[src/rtl/core/plc_pkg.sv]
`default_nettype none

package plc_pkg;

    localparam int PLC_CAPACITY = 16;

    localparam int VALUE_W     = 32;
    localparam int POS_W       = 8;
    localparam int ACTION_W    = 3;
    localparam int STATUS_W    = 2;
    localparam int COUNT_OUT_W = 7;
    localparam int S_TDATA_W   = 40;
    localparam int M_TDATA_W   = 40;

    // positions that pick the head and the first gap after it
    localparam logic [POS_W-1:0] POS_HEAD  = POS_W'(1);
    localparam logic [POS_W-1:0] POS_AFTER = POS_W'(2);

    typedef enum logic [ACTION_W-1:0] {
        ACT_APPEND    = 3'd0,
        ACT_INSERT    = 3'd1,
        ACT_DEL_FIRST = 3'd2,
        ACT_DEL_AFTER = 3'd3,
        ACT_LIST      = 3'd4
    } plc_action_t;

    typedef enum logic [STATUS_W-1:0] {
        STAT_OK    = 2'd0,
        STAT_EMPTY = 2'd1,
        STAT_RANGE = 2'd2,
        STAT_FULL  = 2'd3
    } plc_status_t;

    typedef struct packed {
        plc_status_t            status;
        logic [VALUE_W-1:0]     element;
        logic                   last;
        logic [COUNT_OUT_W-1:0] count;
    } plc_result_t;

endpackage

`default_nettype wire

[src/rtl/core/positional_circular_list_top.sv]
// positional circular list: a bounded ordered list of signed 32-bit values
// held in one synchronous memory of CAPACITY words.
// input channel s_axis: tuser carries the action (append, insert before a
// position, delete first, delete after a position, list all), tdata the
// value and the one-based position. output channel m_axis: tuser carries the
// status, tdata the listed element and the count after the action, tlast
// marks the last word caused by an input word.
// one input word is taken at a time; s_axis_tready is high only while the
// controller waits for work.
// status-only answers (full, empty, out of range, unused action) pass
// through the response state to the output register. an insert or a delete
// moves each element between its slot and the tail by one place on the
// memory read/write port pair, then writes back the last one; an append
// moves nothing. a listing gives one word per cycle after a first memory
// read, as long as the output does not stall.
// reset (aresetn low, synchronous) empties the list and drops any pending
// output word; no clearing pass is needed.
// when m_axis_tready is low the output register holds its word, the
// controller waits, and a listing resumes where it stopped.
`default_nettype none

module positional_circular_list_top
    import plc_pkg::*;
#(
    parameter int CAPACITY = PLC_CAPACITY
) (
    input  wire logic                 aclk,
    input  wire logic                 aresetn,
    input  wire logic                 s_axis_tvalid,
    output logic                      s_axis_tready,
    input  wire logic [S_TDATA_W-1:0] s_axis_tdata,  // value, position
    input  wire logic [ACTION_W-1:0]  s_axis_tuser,  // action
    output logic                      m_axis_tvalid,
    input  wire logic                 m_axis_tready,
    output logic      [M_TDATA_W-1:0] m_axis_tdata,  // element, element_count, pad
    output logic      [STATUS_W-1:0]  m_axis_tuser,  // status
    output logic                      m_axis_tlast   // final_result
);

    localparam int IDX_W = $clog2(CAPACITY);
    localparam int CNT_W = $clog2(CAPACITY + 1);

    logic               mem_we;
    logic [IDX_W-1:0]   mem_waddr;
    logic [VALUE_W-1:0] mem_wdata;
    logic               mem_re;
    logic [IDX_W-1:0]   mem_raddr;
    logic [VALUE_W-1:0] mem_rdata;
    logic               res_valid;
    logic               res_ready;
    plc_result_t        res;

    plc_ctrl #(
        .CAPACITY (CAPACITY),
        .IDX_W    (IDX_W),
        .CNT_W    (CNT_W)
    ) u_ctrl (
        .aclk       (aclk),
        .aresetn    (aresetn),
        .s_valid    (s_axis_tvalid),
        .s_ready    (s_axis_tready),
        .s_action   (s_axis_tuser),
        .s_value    (s_axis_tdata[VALUE_W-1:0]),
        .s_position (s_axis_tdata[VALUE_W+POS_W-1:VALUE_W]),
        .mem_we     (mem_we),
        .mem_waddr  (mem_waddr),
        .mem_wdata  (mem_wdata),
        .mem_re     (mem_re),
        .mem_raddr  (mem_raddr),
        .mem_rdata  (mem_rdata),
        .res_valid  (res_valid),
        .res        (res),
        .res_ready  (res_ready)
    );

    plc_mem #(
        .CAPACITY (CAPACITY),
        .IDX_W    (IDX_W)
    ) u_mem (
        .aclk  (aclk),
        .we    (mem_we),
        .waddr (mem_waddr),
        .wdata (mem_wdata),
        .re    (mem_re),
        .raddr (mem_raddr),
        .rdata (mem_rdata)
    );

    plc_out u_out (
        .aclk          (aclk),
        .aresetn       (aresetn),
        .res_valid     (res_valid),
        .res           (res),
        .res_ready     (res_ready),
        .m_axis_tvalid (m_axis_tvalid),
        .m_axis_tready (m_axis_tready),
        .m_axis_tdata  (m_axis_tdata),
        .m_axis_tuser  (m_axis_tuser),
        .m_axis_tlast  (m_axis_tlast)
    );

endmodule

`default_nettype wire

[src/rtl/core/plc_mem.sv]
`default_nettype none

module plc_mem
    import plc_pkg::*;
#(
    parameter int CAPACITY = PLC_CAPACITY,
    parameter int IDX_W    = $clog2(CAPACITY)
) (
    input  wire logic               aclk,
    input  wire logic               we,
    input  wire logic [IDX_W-1:0]   waddr,
    input  wire logic [VALUE_W-1:0] wdata,
    input  wire logic               re,
    input  wire logic [IDX_W-1:0]   raddr,
    output logic      [VALUE_W-1:0] rdata
);

    logic [VALUE_W-1:0] mem [CAPACITY];
    logic [VALUE_W-1:0] rdata_reg;

    always_ff @(posedge aclk) begin
        if (we) begin
            mem[waddr] <= wdata;
        end
        if (re) begin
            rdata_reg <= mem[raddr];
        end
    end

    assign rdata = rdata_reg;

endmodule

`default_nettype wire

[src/rtl/core/plc_out.sv]
`default_nettype none

module plc_out
    import plc_pkg::*;
(
    input  wire logic                 aclk,
    input  wire logic                 aresetn,
    input  wire logic                 res_valid,
    input  wire plc_result_t          res,
    output logic                      res_ready,
    output logic                      m_axis_tvalid,
    input  wire logic                 m_axis_tready,
    output logic      [M_TDATA_W-1:0] m_axis_tdata,
    output logic      [STATUS_W-1:0]  m_axis_tuser,
    output logic                      m_axis_tlast
);

    logic        valid_reg;
    logic        valid_next;
    plc_result_t data_reg;

    assign res_ready  = !valid_reg || m_axis_tready;
    assign valid_next = res_valid || (valid_reg && !m_axis_tready);

    always_ff @(posedge aclk) begin
        if (!aresetn) begin
            valid_reg <= 1'b0;
        end else begin
            valid_reg <= valid_next;
        end
        if (res_valid && res_ready) begin
            data_reg <= res;
        end
    end

    assign m_axis_tvalid = valid_reg;
    assign m_axis_tdata  = {1'b0, data_reg.count, data_reg.element};
    assign m_axis_tuser  = data_reg.status;
    assign m_axis_tlast  = data_reg.last;

endmodule

`default_nettype wire

[src/rtl/core/plc_ctrl.sv]
`default_nettype none

module plc_ctrl
    import plc_pkg::*;
#(
    parameter int CAPACITY = PLC_CAPACITY,
    parameter int IDX_W    = $clog2(CAPACITY),
    parameter int CNT_W    = $clog2(CAPACITY + 1)
) (
    input  wire logic                aclk,
    input  wire logic                aresetn,
    input  wire logic                s_valid,
    output logic                     s_ready,
    input  wire logic [ACTION_W-1:0] s_action,
    input  wire logic [VALUE_W-1:0]  s_value,
    input  wire logic [POS_W-1:0]    s_position,
    output logic                     mem_we,
    output logic      [IDX_W-1:0]    mem_waddr,
    output logic      [VALUE_W-1:0]  mem_wdata,
    output logic                     mem_re,
    output logic      [IDX_W-1:0]    mem_raddr,
    input  wire logic [VALUE_W-1:0]  mem_rdata,
    output logic                     res_valid,
    output plc_result_t              res,
    input  wire logic                res_ready
);

    typedef enum logic [2:0] {
        ST_IDLE,
        ST_SHIFT_UP,
        ST_SHIFT_DN,
        ST_LIST,
        ST_RESP
    } state_t;

    state_t             state_reg,  state_next;
    logic [CNT_W-1:0]   count_reg,  count_next;
    logic [IDX_W-1:0]   ptr_reg,    ptr_next;
    logic [IDX_W-1:0]   slot_reg,   slot_next;
    logic [IDX_W-1:0]   wdst_reg,   wdst_next;
    logic               wpend_reg,  wpend_next;
    logic [VALUE_W-1:0] value_reg,  value_next;
    plc_status_t        status_reg, status_next;

    logic [POS_W-1:0] n_pos;
    logic [POS_W-1:0] n_m1;
    logic [POS_W-1:0] ins_t;
    logic [POS_W-1:0] ins_tc;
    logic [POS_W-1:0] del_t;
    logic [POS_W-1:0] del_tc;
    logic             full;
    logic             empty;
    logic             list_last;

    assign n_pos  = POS_W'(count_reg);
    assign n_m1   = n_pos - POS_W'(1);
    assign ins_t  = (s_position >= POS_AFTER) ? s_position - POS_AFTER : '0;
    assign ins_tc = (ins_t > n_m1) ? n_m1 : ins_t;
    assign del_t  = (s_position >= POS_HEAD) ? s_position - POS_HEAD : '0;
    assign del_tc = (del_t > n_m1) ? n_m1 : del_t;
    assign full   = (count_reg == CNT_W'(CAPACITY));
    assign empty  = (count_reg == '0);
    assign list_last = ((CNT_W'(ptr_reg) + CNT_W'(1)) == count_reg);

    assign s_ready = (state_reg == ST_IDLE);

    always_comb begin
        state_next  = state_reg;
        count_next  = count_reg;
        ptr_next    = ptr_reg;
        slot_next   = slot_reg;
        wdst_next   = wdst_reg;
        wpend_next  = wpend_reg;
        value_next  = value_reg;
        status_next = status_reg;
        mem_we      = 1'b0;
        mem_waddr   = wdst_reg;
        mem_wdata   = mem_rdata;
        mem_re      = 1'b0;
        mem_raddr   = ptr_reg;
        res_valid   = 1'b0;
        res.status  = status_reg;
        res.element = '0;
        res.last    = 1'b1;
        res.count   = COUNT_OUT_W'(count_reg);

        unique case (state_reg)
            ST_IDLE: begin
                if (s_valid) begin
                    value_next  = s_value;
                    status_next = STAT_OK;
                    wpend_next  = 1'b0;
                    state_next  = ST_RESP;
                    case (plc_action_t'(s_action))
                        ACT_APPEND: begin
                            if (full) begin
                                status_next = STAT_FULL;
                            end else begin
                                slot_next  = count_reg[IDX_W-1:0];
                                ptr_next   = count_reg[IDX_W-1:0];
                                state_next = ST_SHIFT_UP;
                            end
                        end
                        ACT_INSERT: begin
                            if (full) begin
                                status_next = STAT_FULL;
                            end else if (empty || s_position == POS_HEAD) begin
                                slot_next  = '0;
                                ptr_next   = count_reg[IDX_W-1:0];
                                state_next = ST_SHIFT_UP;
                            end else if (ins_tc == n_m1 && s_position != POS_AFTER) begin
                                status_next = STAT_RANGE;
                            end else begin
                                slot_next  = ins_tc[IDX_W-1:0] + IDX_W'(1);
                                ptr_next   = count_reg[IDX_W-1:0];
                                state_next = ST_SHIFT_UP;
                            end
                        end
                        ACT_DEL_FIRST: begin
                            if (empty) begin
                                status_next = STAT_EMPTY;
                            end else begin
                                ptr_next   = '0;
                                state_next = ST_SHIFT_DN;
                            end
                        end
                        ACT_DEL_AFTER: begin
                            if (empty) begin
                                status_next = STAT_EMPTY;
                            end else if (del_tc == n_m1) begin
                                status_next = STAT_RANGE;
                            end else begin
                                ptr_next   = del_tc[IDX_W-1:0] + IDX_W'(1);
                                state_next = ST_SHIFT_DN;
                            end
                        end
                        ACT_LIST: begin
                            if (empty) begin
                                status_next = STAT_EMPTY;
                            end else begin
                                mem_re     = 1'b1;
                                mem_raddr  = '0;
                                ptr_next   = '0;
                                state_next = ST_LIST;
                            end
                        end
                        default: begin
                            status_next = STAT_OK;
                        end
                    endcase
                end
            end
            ST_SHIFT_UP: begin
                mem_we = wpend_reg;
                if (ptr_reg > slot_reg) begin
                    mem_re     = 1'b1;
                    mem_raddr  = ptr_reg - IDX_W'(1);
                    wpend_next = 1'b1;
                    wdst_next  = ptr_reg;
                    ptr_next   = ptr_reg - IDX_W'(1);
                end else begin
                    wpend_next = 1'b0;
                    if (!wpend_reg) begin
                        mem_we     = 1'b1;
                        mem_waddr  = slot_reg;
                        mem_wdata  = value_reg;
                        count_next = count_reg + CNT_W'(1);
                        state_next = ST_RESP;
                    end
                end
            end
            ST_SHIFT_DN: begin
                mem_we = wpend_reg;
                if ((CNT_W'(ptr_reg) + CNT_W'(1)) < count_reg) begin
                    mem_re     = 1'b1;
                    mem_raddr  = ptr_reg + IDX_W'(1);
                    wpend_next = 1'b1;
                    wdst_next  = ptr_reg;
                    ptr_next   = ptr_reg + IDX_W'(1);
                end else begin
                    wpend_next = 1'b0;
                    if (!wpend_reg) begin
                        count_next = count_reg - CNT_W'(1);
                        state_next = ST_RESP;
                    end
                end
            end
            ST_LIST: begin
                res_valid   = 1'b1;
                res.status  = STAT_OK;
                res.element = mem_rdata;
                res.last    = list_last;
                if (res_ready) begin
                    if (list_last) begin
                        state_next = ST_IDLE;
                    end else begin
                        mem_re    = 1'b1;
                        mem_raddr = ptr_reg + IDX_W'(1);
                        ptr_next  = ptr_reg + IDX_W'(1);
                    end
                end
            end
            ST_RESP: begin
                res_valid = 1'b1;
                if (res_ready) begin
                    state_next = ST_IDLE;
                end
            end
        endcase
    end

    always_ff @(posedge aclk) begin
        if (!aresetn) begin
            state_reg <= ST_IDLE;
            count_reg <= '0;
            wpend_reg <= 1'b0;
        end else begin
            state_reg <= state_next;
            count_reg <= count_next;
            wpend_reg <= wpend_next;
        end
        ptr_reg    <= ptr_next;
        slot_reg   <= slot_next;
        wdst_reg   <= wdst_next;
        value_reg  <= value_next;
        status_reg <= status_next;
    end

endmodule

`default_nettype wire

[config.mk]
export PLATFORM = sky130hd
export DESIGN_NAME = positional_circular_list_top
export DESIGN_NICKNAME = d
export VERILOG_FILES = /design/src/rtl/core/plc_pkg.sv /design/src/rtl/core/positional_circular_list_top.sv /design/src/rtl/core/plc_mem.sv /design/src/rtl/core/plc_out.sv /design/src/rtl/core/plc_ctrl.sv
export SDC_FILE = /design/constraint.sdc
export NUM_CORES = 1
export LEC_CHECK = 0
export ABC_AREA = 1
export BUFFER_PORTS_ARGS = -buffer_cell sky130_fd_sc_hd__buf_2
export CELL_PAD_IN_SITES_DETAIL_PLACEMENT = 0
export CELL_PAD_IN_SITES_GLOBAL_PLACEMENT = 2
export CORE_MARGIN = 4
export CORE_UTILIZATION = 42
export CTS_CLUSTER_SIZE = 25
export DETAILED_ROUTE_END_ITERATION = 16
export GPL_TIMING_DRIVEN = 1
export PLACE_DENSITY_LB_ADDON = 0.2
export SLEW_MARGIN = 15
export SYNTH_ARGS = -nofsm -noshare
export SYNTH_HDL_FRONTEND = slang
export SYNTH_SLANG_ARGS = --single-unit
[constraint.sdc]
create_clock -name aclk -period 4.78 [get_ports aclk]
set_input_delay 0.478 -clock aclk [delete_from_list [all_inputs] [get_ports aclk]]
set_output_delay 0.478 -clock aclk [all_outputs]
set_load 0.02 [all_outputs]
Word level (Yosys, flattened, before mapping)
Memory sizes are Yosys's and may differ from the RTL's. A register that Yosys moved wholly into a read port is not among the register bits.
Index checks and enable logic that the tools add are counted.
{"block": "totals", "inputBits": 47, "memories": 1, "output_inout_bits": 45, "ramBits": 512, "wordCells": 166, "regBits": 96}
{"name": "u_mem.mem", "depth": 16, "word_bits": 32, "rd": 1, "rd_clocked_by_memory_dff": 1, "write_ports": 1, "line": "plc_mem.sv:18", "rtl": "logic [VALUE_W-1:0] mem [CAPACITY];"}
{"block": "classes", "order_cmp": 6, "mux": 79, "eq_ne": 33, "reduce_logical": 24, "add_sub_neg": 10}
{"op": "2-to-1 mux 32 bit", "count": 3}
{"op": "2-to-1 mux 4 bit", "count": 22}
{"op": "one-hot mux 4 bit (4 select lines)", "count": 3}
{"op": "2-to-1 mux 3 bit", "count": 15}
{"op": "2-to-1 mux 8 bit", "count": 4}
{"op": "one-hot mux 3 bit (5 select lines)", "count": 2}
{"op": "2-to-1 mux 5 bit", "count": 4}
{"op": "== test 8 bit", "count": 2}
{"op": "> comparator 8 bit", "count": 2}
{"op": "one-hot mux 4 bit (2 select lines)", "count": 2}
{"op": "inequality test 2 bit, second input constant", "count": 7}
{"op": "2-to-1 mux 1 bit", "count": 13}
{"op": "adder 4 x 1 -> 4 bit, second input constant", "count": 3}
{"op": "== test 3 x 2 -> 1 bit, second input constant", "count": 4}
{"op": "2-to-1 mux 2 bit", "count": 6}
{"op": "inequality test 3 bit, second input constant", "count": 4}
{"op": "AND reduction 6 bit", "count": 2}
{"op": "inequality test 2 x 1 -> 1 bit, second input constant", "count": 5}
{"op": "one-hot mux 5 bit (2 select lines)", "count": 1}
{"op": "== test 8 x 1 -> 1 bit, second input constant", "count": 1}
{"op": "greater-or-equal comparator 8 x 1 -> 1 bit, second input constant", "count": 1}
{"op": "greater-or-equal comparator 8 x 2 -> 1 bit, second input constant", "count": 1}
{"op": "inequality test 8 x 2 -> 1 bit, second input constant", "count": 1}
{"op": "one-hot mux 2 bit (4 select lines)", "count": 1}
{"op": "32 further kinds", "count": 43}

Longest topological paths before layout
{"block": "depth", "ltp_word": 12, "mapped_depth": 28}

Modules after synthesis
From an unflattened synthesis, not the netlist that was laid out.
{"block": "unflattened", "cells_unflattened": 2862, "area_unflattened_um2": 29225.5}
{"module": "plc_mem", "seq_area_each_um2": 16335.7, "area_each_um2": 23050.9, "cells_per_inst": 2120, "n_inst": 1}
{"module": "plc_ctrl", "seq_area_each_um2": 1561.5, "area_each_um2": 4850.9, "cells_per_inst": 691, "n_inst": 1}
{"module": "plc_out", "seq_area_each_um2": 1281.2, "area_each_um2": 1323.8, "cells_per_inst": 51, "n_inst": 1}

Worst setup path after synthesis
Ideal clock, no wire load.
{"block": "synth_timing", "kind": "reg-to-reg", "start": "register u_ctrl.ptr_reg[1]", "end": "memory u_mem.mem[13][0], enable pin", "arrival_time_ns": 3.474, "stages_incl_launch_ff": 13, "t_required_ns": 4.359, "slack_ns": 0.885, "setup_time_ns": 0.421, "path_cell_list": "edfxtp_1 > ha_1 > a21oi_1 > o21ai_0 > nand2_1 > nand2_1 > or2_2 > clkbuf_1 > o21ai_0 > inv_1 > nor2_1 > nand2_1 > nor2_1"}
{"block": "synth_between", "elab_chain_cells": 5}
{"element": "start: declaration", "line": "plc_ctrl.sv:38", "rtl": "logic [IDX_W-1:0] ptr_reg, ptr_next;"}
{"element": "start signal: assignment", "line": "plc_ctrl.sv:222", "rtl": "ptr_reg <= ptr_next;"}
{"element": "> comparator 4 bit (*)", "line": "plc_ctrl.sv:155", "rtl": "if (ptr_reg > slot_reg) begin"}
{"element": "2-to-1 mux 1 bit", "line": "plc_ctrl.sv:155"}
{"element": "one-hot mux 1 bit (2 select lines)", "line": "plc_ctrl.sv:87", "rtl": "unique case (state_reg)"}
{"element": "2-to-1 mux 1 bit", "line": "plc_mem.sv:22", "rtl": "if (we) begin"}
{"element": "2-to-1 mux 1 bit (not written as such)", "line": "plc_mem.sv:23", "rtl": "mem[waddr] <= wdata;"}
{"element": "end: declaration", "line": "plc_mem.sv:18"}
Every way passes the cells marked *; elsewhere a longest branch is shown, timed or not.

Final worst setup path
{"block": "layout_timing", "start": "register u_ctrl.ptr_reg[1]", "end": "register u_mem.rdata_reg[24] (netlist: u_mem.rdata[24]) (read register of u_mem.mem), data pin"}
{"block": "layout_between", "elab_chain_cells": 5}
{"element": "parallel branches: the longest is 5 deep, another holds adder 4 x 1 -> 5 bit"}
{"element": "end: declaration", "line": "plc_mem.sv:19", "rtl": "logic [VALUE_W-1:0] rdata_reg;"}
Several ways; the timed one is not identified.
A chain may end at the register's enable or synchronous reset.

==> results.ini <==
[die]
die_area_um2=72600
die_h_um=269
rows=95
ios=92
die_w_um=269
initial_core_util_pct=42.5
coreArea_um2=67500

[setup_path]
startpoint=u_ctrl.ptr_reg[1]
critPathMaxFanout=42
rrSetupSlack_ps=680
required_ps=5130
arrival_ps=4450
cpLargestDelayFamily=simple AND/OR/NAND/NOR gates
cp.depth=20
cp_cell_sequence=ha_1 -> xor2_1 -> ha_1 -> nand2_1 -> inv_1 -> o21bai_1 -> nand4_1 -> nand2_2 -> inv_2 -> nand2_1 -> nand2_1 -> nand3_4 -> nand2_8 -> inv_4 -> buf_12 -> nand2_1 -> nand3_1 -> nand3_1 -> nand3_1 -> nand2_1
critPathKind=flip-flop to flip-flop
crit_path_frequent_cell=nand2_1
worstRegToRegCells=20
crit_path_end=u_mem.rdata[24]
crit_path_end_kind=flip-flop
cp_slowest_cell=edfxtp_1
crit_buf_inv=4
r2r_end=u_mem.rdata[24]
r2r_start=u_ctrl.ptr_reg[1]
worstSetupStartpointType=flip-flop
slowest_delay_ps=570

[sta]
skew_ps=26.3
fin_crit_ps=4100
drv_slew=0
period_share_pct=85.7
relSlewSlack_pct=25.2
tightest_slew_ps=1120
tns_ps=0
fmax_mhz=244
hold_viol=0
rsz0062_at_grt=false
setup_viol=0
setup_ws_ps=682

[finish]
design_area_um2=32900
max_flop_register=u_mem.mem
n_fill_cell=6227
largest_reg_flops=512
final_layout_size_suffix_gt1_share_pct=10.8
nets=2949
multiInputGateArea_um2=7610
final_core_utilization_pct=48.7
syn_to_final_growth_pct=14.6
diodes=0
seq_area_um2=19100

[power_and_ir_drop]
p_int_uw=10600
pwr-share-seq_pct=41.5
ir_worst_vdd_mv=0.477
combPwrFrac_pct=24.6
leakage_uw=0.0137
p_switching_uw=5020
cellPowerDensity_nw_per_um2=476
p_sw_share_pct=32.0
pwr-share-clk_pct=33.9

[clocking]
cts_buffers=72
cts_sinks=640
cts_tree=yes
cts_root_buffer=clkbuf_16
cts_buffer_depth=3
clk_pin_slew_ps=60
cts_setup_buffers=0
htree_num_levels=3
clock_latency_ps=610
postCtsHoldBufs=0
ctsResizeCount=0

[yosys]
ys_seq_elements=640
yosys.area.top_type_share_pct=65.9
synth_area_leaders=edfxtp_1 66%, nand2_1 9.5%, nand3_1 7.1%
ys_seq_area_share_pct=66.6
avgSynthCellArea_um2=10.5
synth_commonest_cells=729 x nand2_1, 630 x edfxtp_1, 415 x inv_1, 405 x nand3_1, 127 x nor2_1
yosysTopAreaCell=edfxtp_1
ys_types=45
synth_edf_count=630
yosysMostFrequentCell=nand2_1
synth_area_um2=28700
synth.yosys.warnings=0
ys_async_sr_fraction_pct=0
syn_inst=2738
synth_ff_type=edfxtp_1

[global_routing]
antenna_found_initial=0
grt_pass1_wl_um=117000
grt_max_degree=129
grt_pass1_vias=18900
overflow=0
grt_use_total_pct=21.0

[drt]
routed_wl_um=77900
routed_via_density=5.12
vias=19400
routedWlPerCell_um=20.6
dr.pass1.iters=7
initialDrtViolationCount=1464
drtAntennaViolNets=0
drc_errors=0

[placed_design]
place.port_buffers=88
place_area_um2=30600
gp_congestion=0.832
hpwlAfterDp_um=41900
dp_slack_ps=581

[run]
maxCapViolations=0

[run_status]
status=complete, no violations

[hold_path]
worstHoldPathType=input pin to flip-flop

==> through the flow <==
stage	instances	total power [µW]	hold slack (ps)
after global routing	3790	16500	20.7
after detailed placement	3661	10500	501
final	3790	15700	41.0
after floorplan	2740	9240	452
after CTS	3789	15900	2.31
after global placement	3661	10500	496
==> power groups by stage <==
stage          logic, µW  clock network, µW  registers, µW
2_1_floorplan       2590                  0           6660
3_3_place_gp        3860                  0           6610
3_5_place_dp        3900                  0           6610
4_1_cts             3910               5440           6500
5_1_grt             4310               5670           6500
6_report            3860               5310           6500
==> cell families after synthesis <==
kind of cell,Yosys count,share of synthesized area (%)
adder cells (fa/ha/maj),39,1.73
flip-flops,640,66.6
AO/OA/AOI/OAI,141,2.94
XOR/XNOR,14,0.427
AND/OR/NAND/NOR,1354,20.7
multiplexers,1,0.0349
buffers and inverters,548,7.60
other,1,0.0131
==> how the worst min path moves through the flow <==
stage | startpoint | endpoint | slack [ps] | depth (start not counted)
finish | s_axis_tdata[27] | u_ctrl.value_reg[27] | 40 | 1
global route | s_axis_tdata[28] | u_ctrl.value_reg[28] | 20 | 1
CTS | s_axis_tdata[27] | u_ctrl.value_reg[27] | 2 | 1
detailed placement | u_ctrl.state_reg[1] | u_ctrl.state_reg[1] | 500 | 2
global placement | u_ctrl.state_reg[1] | u_ctrl.state_reg[1] | 500 | 2
floorplan | u_ctrl.ptr_reg[2] | u_ctrl.wdst_reg[2] | 450 | 0
==> layer usage <==
metal  vias up  GRT usage, %  wire length, µm
met5         -             0                0
met4         0          5.89             1700
met3       107          3.51             4170
met2       496          34.9            37000
met1      9413          28.8            35100
li1       9391             -                -
==> layout by cell type (no fill, tap or decap), types with 3 or more instances in the layout <==
master     instances
nor2_1           109
buf_4             74
a31oi_1            4
nand2_2            3
nand3b_1          68
clkbuf_16         75
a21oi_1           51
edfxtp_1         630
nor2_4            18
o211ai_1          35
nand4_1           10
nand3_1          404
clkinv_1          14
conb_1             3
o22ai_1            6
dfxtp_1           10
nor3_1             4
nand2_1          727
ha_1              38
clkbuf_1          17
inv_2              4
o21ai_0           29
nand3_2            4
buf_2             88
xnor2_1            4
buf_12            12
clkinv_2          14
inv_1            414
bufinv_16          4
inv_4              3
xor2_1            10
==> area by class of cell <==
cell class | count | area share, %
flip-flops and latches | 640 | 58.1
clock inverters | 36 | 0.890
well taps | 873 | 3.32
inverters | 422 | 4.84
clock buffers | 92 | 5.90
multi-input cells | 1552 | 23.1
repair buffers | 175 | 3.78
Power figures use the tool's default switching activity.
